$ cat src/hw/rtl/pw_pkg.sv
// ----------------------------------------------------------------------------
// pw_pkg: shared types, constants and helpers for the perspective warp
// Payload structs, register indexes, FSM encodings and saturation helpers.
// ----------------------------------------------------------------------------
package pw_pkg;

    // Parameter defaults
    localparam int MAX_WIDTH_DEF  = 256;
    localparam int MAX_HEIGHT_DEF = 128;
    localparam int FRAC_BITS_DEF  = 16;
    localparam int PIXEL_BITS_DEF = 8;

    // Configuration port
    localparam int CFG_IDX_W  = 3;
    localparam int CFG_DATA_W = 32;

    localparam logic [CFG_IDX_W-1:0] CFG_FRAME_WIDTH  = 3'd0;
    localparam logic [CFG_IDX_W-1:0] CFG_FRAME_HEIGHT = 3'd1;
    localparam logic [CFG_IDX_W-1:0] CFG_COEF_X       = 3'd2;
    localparam logic [CFG_IDX_W-1:0] CFG_COEF_Y       = 3'd3;
    localparam logic [CFG_IDX_W-1:0] CFG_COEF_SCALE   = 3'd4;

    // Commands
    localparam logic CMD_LOAD = 1'b0;
    localparam logic CMD_WARP = 1'b1;

    // Q15.16 style fixed point word
    typedef logic signed [31:0] fix_t;

    // Register reset values
    localparam logic [8:0] FRAME_WIDTH_RST  = 9'd256;
    localparam logic [7:0] FRAME_HEIGHT_RST = 8'd128;
    localparam fix_t       COEF_X_RST       = 32'sd0;
    localparam fix_t       COEF_Y_RST       = 32'sd65536;
    localparam fix_t       COEF_SCALE_RST   = 32'sd0;

    typedef struct packed {
        logic       command;
        logic [7:0] column;
        logic [6:0] line;
        logic [7:0] pixel_in;
    } in_item_t;

    typedef struct packed {
        logic [7:0]         pixel_out;
        logic               inside_res;
        logic signed [15:0] source_x;
        logic signed [15:0] source_y;
    } out_item_t;

    // Row terms handed from the row unit to the top level
    typedef struct packed {
        fix_t run_x;
        fix_t run_step;
        fix_t run_y;
    } row_terms_t;

    typedef enum logic [1:0] {
        CT_IDLE,
        CT_ROW,
        CT_ISSUE
    } ctrl_state_t;

    typedef enum logic [3:0] {
        RT_IDLE,
        RT_SCALE,
        RT_NX,
        RT_NY,
        RT_DIVINIT,
        RT_DIV,
        RT_INV,
        RT_MX,
        RT_MX1,
        RT_MY,
        RT_FIN,
        RT_DONE
    } row_state_t;

    // Saturate a 64 bit signed value to 32 bits
    function automatic fix_t sat32(input logic signed [63:0] v);
        fix_t r;
        if (v > 64'sd2147483647) begin
            r = 32'sh7FFF_FFFF;
        end else if (v < -64'sd2147483648) begin
            r = 32'sh8000_0000;
        end else begin
            r = v[31:0];
        end
        return r;
    endfunction

    // Saturate a 32 bit signed value to 16 bits
    function automatic logic signed [15:0] sat16(input fix_t v);
        logic signed [15:0] r;
        if (v > 32'sd32767) begin
            r = 16'sh7FFF;
        end else if (v < -32'sd32768) begin
            r = 16'sh8000;
        end else begin
            r = v[15:0];
        end
        return r;
    endfunction

endpackage

$ cat src/hw/rtl/pw_row_terms.sv
// ----------------------------------------------------------------------------
// pw_row_terms: per-row projective terms
// Sequencer around one shared 32x32 multiplier and a bit-serial restoring
// divider that forms inv_s = 2^(2*FRAC_BITS) / (scale*row + 1.0).
// ----------------------------------------------------------------------------
module pw_row_terms #(
    parameter int FRAC_BITS = pw_pkg::FRAC_BITS_DEF
) (
    input  logic               aclk,
    input  logic               aresetn,
    input  logic               start,
    input  logic [6:0]         row,
    input  pw_pkg::fix_t       coef_x,
    input  pw_pkg::fix_t       coef_y,
    input  pw_pkg::fix_t       coef_scale,
    output logic               done,
    output pw_pkg::row_terms_t terms
);

    localparam int Q_W   = 2 * FRAC_BITS + 1;
    localparam int CNT_W = $clog2(Q_W);
    localparam int DEN_W = 41;
    localparam int REM_W = DEN_W + 1;
    localparam logic signed [63:0] ONE64 = 64'sd1 <<< FRAC_BITS;

    pw_pkg::row_state_t state_reg, state_next;

    logic [6:0]          row_reg;
    logic signed [63:0]  prod_reg;
    logic [DEN_W-1:0]    den_mag_reg;
    logic                den_neg_reg;
    logic                den_zero_reg;
    pw_pkg::fix_t        nx_reg, ny_reg, x1n_reg, inv_reg;
    pw_pkg::fix_t        rx_reg, rx1_reg, ry_reg;
    logic [DEN_W-1:0]    rem_reg;
    logic [Q_W-1:0]      q_reg;
    logic [CNT_W-1:0]    cnt_reg;

    pw_pkg::fix_t        mul_a, mul_b, row_ext;
    logic signed [63:0]  mul_full;
    logic signed [63:0]  den_full, den_abs;
    logic [REM_W-1:0]    rem_sh;
    logic                q_bit;
    logic [DEN_W-1:0]    rem_next;
    logic                q_big;
    pw_pkg::fix_t        inv_val;

    assign row_ext = pw_pkg::fix_t'({25'd0, row_reg});

    // Shared multiplier operand select
    always_comb begin
        case (state_reg)
            pw_pkg::RT_SCALE: begin mul_a = coef_scale; mul_b = row_ext; end
            pw_pkg::RT_NX:    begin mul_a = coef_x;     mul_b = row_ext; end
            pw_pkg::RT_NY:    begin mul_a = coef_y;     mul_b = row_ext; end
            pw_pkg::RT_MX:    begin mul_a = nx_reg;     mul_b = inv_reg; end
            pw_pkg::RT_MX1:   begin mul_a = x1n_reg;    mul_b = inv_reg; end
            pw_pkg::RT_MY:    begin mul_a = ny_reg;     mul_b = inv_reg; end
            default:          begin mul_a = coef_scale; mul_b = row_ext; end
        endcase
    end

    assign mul_full = mul_a * mul_b;

    // Denominator and its magnitude
    assign den_full = prod_reg + ONE64;
    assign den_abs  = den_full[63] ? -den_full : den_full;

    // One restoring divide step; the dividend is a single one at the top bit
    assign rem_sh   = {rem_reg, (cnt_reg == CNT_W'(Q_W - 1))};
    assign q_bit    = (rem_sh >= {1'b0, den_mag_reg});
    assign rem_next = q_bit ? DEN_W'(rem_sh - {1'b0, den_mag_reg}) : rem_sh[DEN_W-1:0];

    // Signed, saturated reciprocal; zero denominator saturates high
    assign q_big = (64'(q_reg) >= 64'h0000_0000_8000_0000);
    always_comb begin
        if (den_zero_reg) begin
            inv_val = 32'sh7FFF_FFFF;
        end else if (!den_neg_reg) begin
            inv_val = q_big ? 32'sh7FFF_FFFF : pw_pkg::fix_t'(32'(q_reg));
        end else begin
            inv_val = q_big ? 32'sh8000_0000 : -pw_pkg::fix_t'(32'(q_reg));
        end
    end

    // Sequencer state register
    always_ff @(posedge aclk) begin
        if (!aresetn) begin
            state_reg <= pw_pkg::RT_IDLE;
        end else begin
            state_reg <= state_next;
        end
    end

    // Next state
    always_comb begin
        state_next = state_reg;
        case (state_reg)
            pw_pkg::RT_IDLE:    if (start) state_next = pw_pkg::RT_SCALE;
            pw_pkg::RT_SCALE:   state_next = pw_pkg::RT_NX;
            pw_pkg::RT_NX:      state_next = pw_pkg::RT_NY;
            pw_pkg::RT_NY:      state_next = pw_pkg::RT_DIVINIT;
            pw_pkg::RT_DIVINIT: state_next = pw_pkg::RT_DIV;
            pw_pkg::RT_DIV:     if (cnt_reg == '0) state_next = pw_pkg::RT_INV;
            pw_pkg::RT_INV:     state_next = pw_pkg::RT_MX;
            pw_pkg::RT_MX:      state_next = pw_pkg::RT_MX1;
            pw_pkg::RT_MX1:     state_next = pw_pkg::RT_MY;
            pw_pkg::RT_MY:      state_next = pw_pkg::RT_FIN;
            pw_pkg::RT_FIN:     state_next = pw_pkg::RT_DONE;
            pw_pkg::RT_DONE:    state_next = pw_pkg::RT_IDLE;
            default:            state_next = pw_pkg::RT_IDLE;
        endcase
    end

    // Datapath registers
    always_ff @(posedge aclk) begin
        if (start && state_reg == pw_pkg::RT_IDLE) begin
            row_reg <= row;
        end
        prod_reg <= mul_full;
        case (state_reg)
            pw_pkg::RT_NX: begin
                den_neg_reg  <= den_full[63];
                den_zero_reg <= (den_full == 64'sd0);
                den_mag_reg  <= DEN_W'(den_abs);
            end
            pw_pkg::RT_NY: begin
                nx_reg <= pw_pkg::sat32(prod_reg);
            end
            pw_pkg::RT_DIVINIT: begin
                ny_reg  <= pw_pkg::sat32(prod_reg);
                x1n_reg <= pw_pkg::sat32(64'(nx_reg) + ONE64);
                rem_reg <= '0;
                q_reg   <= '0;
                cnt_reg <= CNT_W'(Q_W - 1);
            end
            pw_pkg::RT_DIV: begin
                rem_reg <= rem_next;
                q_reg   <= {q_reg[Q_W-2:0], q_bit};
                cnt_reg <= cnt_reg - CNT_W'(1);
            end
            pw_pkg::RT_INV: begin
                inv_reg <= inv_val;
            end
            // products are floor-shifted back to the fixed point scale
            pw_pkg::RT_MX1: rx_reg  <= pw_pkg::sat32(prod_reg >>> FRAC_BITS);
            pw_pkg::RT_MY:  rx1_reg <= pw_pkg::sat32(prod_reg >>> FRAC_BITS);
            pw_pkg::RT_FIN: ry_reg  <= pw_pkg::sat32(prod_reg >>> FRAC_BITS);
            default: ;
        endcase
    end

    assign done           = (state_reg == pw_pkg::RT_DONE);
    assign terms.run_x    = rx_reg;
    assign terms.run_step = pw_pkg::sat32(64'(rx1_reg) - 64'(rx_reg));
    assign terms.run_y    = ry_reg;

endmodule

$ cat config.mk
export PLATFORM = sky130hd
export DESIGN_NAME = pw_row_terms
export DESIGN_NICKNAME = d
export VERILOG_FILES = /design/src/hw/rtl/pw_pkg.sv /design/src/hw/rtl/pw_row_terms.sv
export SDC_FILE = /design/constraint.sdc
export NUM_CORES = 2
export LEC_CHECK = 0
export ABC_AREA = 1
export BUFFER_PORTS_ARGS = -buffer_cell sky130_fd_sc_hd__buf_4
export CAP_MARGIN = 20
export CORE_MARGIN = 1
export CORE_UTILIZATION = 45
export CTS_CLUSTER_SIZE = 25
export DETAILED_ROUTE_END_ITERATION = 16
export GPL_TIMING_DRIVEN = 0
export PLACE_DENSITY = 0.58
export SLEW_MARGIN = 20
export SYNTH_ARGS = -nofsm -noshare
export SYNTH_HDL_FRONTEND = slang
export SYNTH_SLANG_ARGS = --single-unit
export TNS_END_PERCENT = 30
$ cat constraint.sdc
create_clock -name aclk -period 12.95 [get_ports aclk]
set_clock_uncertainty 0.15 [all_clocks]
set_input_delay 0 -clock aclk [delete_from_list [all_inputs] [get_ports aclk]]
set_output_delay 0 -clock aclk [all_outputs]
set_load 0.02 [all_outputs]
==> out/results.ini <==
[status]
outcome = finished, final reports clean

[global_route]
grt_pass1_vias = 49700
grt_antenna_before_repair = 9
grt_usage = 0.336
grt_pass1_wl_mm = 329
gr-usage-met3 = 0.0581
overflow = 0
grt_max_degree = 53
met1_usage = 0.429
use_met2 = 0.551
grt_busiest_layer = met2

[synth]
ys_ff_latch = 422
ys_seq_area_frac = 0.200
synth_xor_area_frac = 0.0294
syn-num-nets = 8359
synth_top_family_by_area = adder cells
synth.largest_area_cell = fa_1
syn_avg_cell_area_sq_um = 8.69
yosys_warnings = 0
synth.distinct_cells = 66
yosys-top-cells-count = inv_1, nand2_1, fa_1
synthFlopType = edfxtp_1
netlist_instances = 6904
synth.top_cell.area_share = 0.362
synth.most_common_cell = inv_1
async_flop_share = 0
synthesis.area_sq_um = 60000
synth-simple-area-share = 0.162
synth_compound_area_frac = 0.0723
synthAdderAreaFrac = 0.417
synth_edf_count = 354
synth_mux_area_frac = 0
synth_area_leaders = fa_1, edfxtp_1, inv_1

[timing]
max-slew-margin-rel = 0.182
fmax_ghz = 0.0853
finalSetupTns_ps = 0
setup_slack_ps = 1220
hold_violations = 0
finalCritPeriodShare = 0.906
holdWs_ps = 63.6
drv_slew = 0
worstMarginPinSlew_ps = 1230
fin_crit_ps = 11730
rsz0062_at_grt = false
setup_viol = 0

[placed_design]
dpl.hpwl_mm = 192
place_inst = 8871
io_buffers = 202
placed_cell_area_sq_um = 64000
dp_slack_ps = 1390
routabilityCongestion = 1.01

[setup_path]
slowest_delay_ps = 940
rrSetupSlack_ps = 1220
cpMostUsedCell = fa_1
critPathMaxFanout = 10
start_kind = flip-flop
crit_required_ps = 13340
critical_path_arrival_ps = 12120
path_class = flip-flop to flip-flop
cp_slowest_cell = fa_1
endpoint_kind = flip-flop

[final_layout]
seqCellArea_sq_um = 12000
layout.cells.non_filler = 8984
nFillCells = 12800
largest_register_ff_count = 64
multi_input_area_sq_um = 40900
drive_above_1_share = 0.0767
final_util = 0.499
syn_to_final_growth_pct = 9.64
final_area_sq_um = 65800
nNetsFinal = 8641

[clock_tree]
clk_pin_slew_ps = 60
cts_resized = 0
tritoncts = yes
htree_levels = 2
cts_made_buffers = 49
cts_root_buffer = clkbuf_16
cts.sinks = 422
cts_setup_buffers = 0
cts_buffer_depth = 3
ctsHoldBuffers = 19
clk_latency_ps = 610

[die]
io_pins = 203
initial_core_util = 0.455
die_y_microns = 367
fp.coreArea_sq_um = 132000
die_area_sq_um = 135000
die_w_microns = 367
rows = 133

[route]
vias = 49100
wire_per_inst_microns = 25.1
drtIter0Drc = 4477
route.detailed.drc = 0
viasPerCell = 5.47
ant_nets = 0
drt-total-wl_mm = 226
first_pass_iters = 8

[flow_run]
cap_violations = 0

[power_and_ir_drop]
power_density_nw_per_um2 = 228
p_total_mw = 15.0
p_leak_nw = 31.9
max-vdd-ir-drop_mv = 0.298

[worst_hold_path]
hold_class = input port to flip-flop

[per-layer routing]
layer / share of wire / up-vias / routed length [microns]
met3: 0.079 / 521 / 17700
li1: - / 21500 / -
met5: 0.00022 / - / 50
met1: 0.39 / 24800 / 88200
met4: 0.060 / 8 / 13500
met2: 0.47 / 2224 / 106000
[cell type report]
cell class / instances / area share
multi-input cells: 4629 / 0.621
flip-flops and latches: 422 / 0.182
inverters: 1623 / 0.0926
well taps: 1755 / 0.0334
repair buffers: 231 / 0.0288
clock buffers: 65 / 0.0202
plain buffers: 230 / 0.0169
clock inverters: 26 / 0.00437
diodes: 3 / 0.000114
[report_power, final]
part           internal, mW  switching, mW  leakage (nW)
Clock                 0.810          0.588         0.786
Sequential             1.89          0.173          3.77
Combinational          3.88           7.68          27.4
Total                  6.57           8.44          31.9
[worst max-delay path, delay by kind of cell (launching register included)]
family / cells / cell delay, ps
flops: 1 / 380
xor+xnor: 1 / 170
fa+ha+maj: 9 / 5070
buf+inv: 13 / 2640
compound gates: 4 / 1830
simple gates: 9 / 1340
[kinds of logic (layout without fill, tap and decap cells)]
group | after synthesis | after routing
AOI/OAI and AO/OA | 717 | 717
xor gates and xnor gates | 197 | 197
adders and majority gates | 1349 | 1349
buffers and inverters | 1853 | 2175
DFF | 422 | 422
other | 0 | 3
and+or+nand+nor | 2366 | 2366
[final timing paths]
kind / start / end / depth (start not counted)
setup / recovery: state_reg[3]$_SDFFE_PN0P_ / prod_reg[57]$_DFF_P_ / 36
hold / removal: coef_x[1] / prod_reg[1]$_DFF_P_ / 7
setup reg to reg: state_reg[3]$_SDFFE_PN0P_ / prod_reg[57]$_DFF_P_ / 36
hold reg to reg: prod_reg[0]$_DFF_P_ / den_mag_reg[0]$_DFFE_PN_ / 0
[cell usage in the layout (no fill, tap or decap), drive strengths merged, types with 23 or more instances in the layout]
master     n
o21ai    309
nor4      28
nor2     891
a221oi    36
a21oi    231
nand3    151
xor2     132
fa      1084
a21o      27
ha       265
edfxtp   354
dfxtp     68
nor3      56
buf      341
a31oi     36
nand4     82
xnor2     65
clkbuf   166
nand2   1133
inv     1619
clkinv    23
Note: power is estimated with default switching activity, not from simulation.
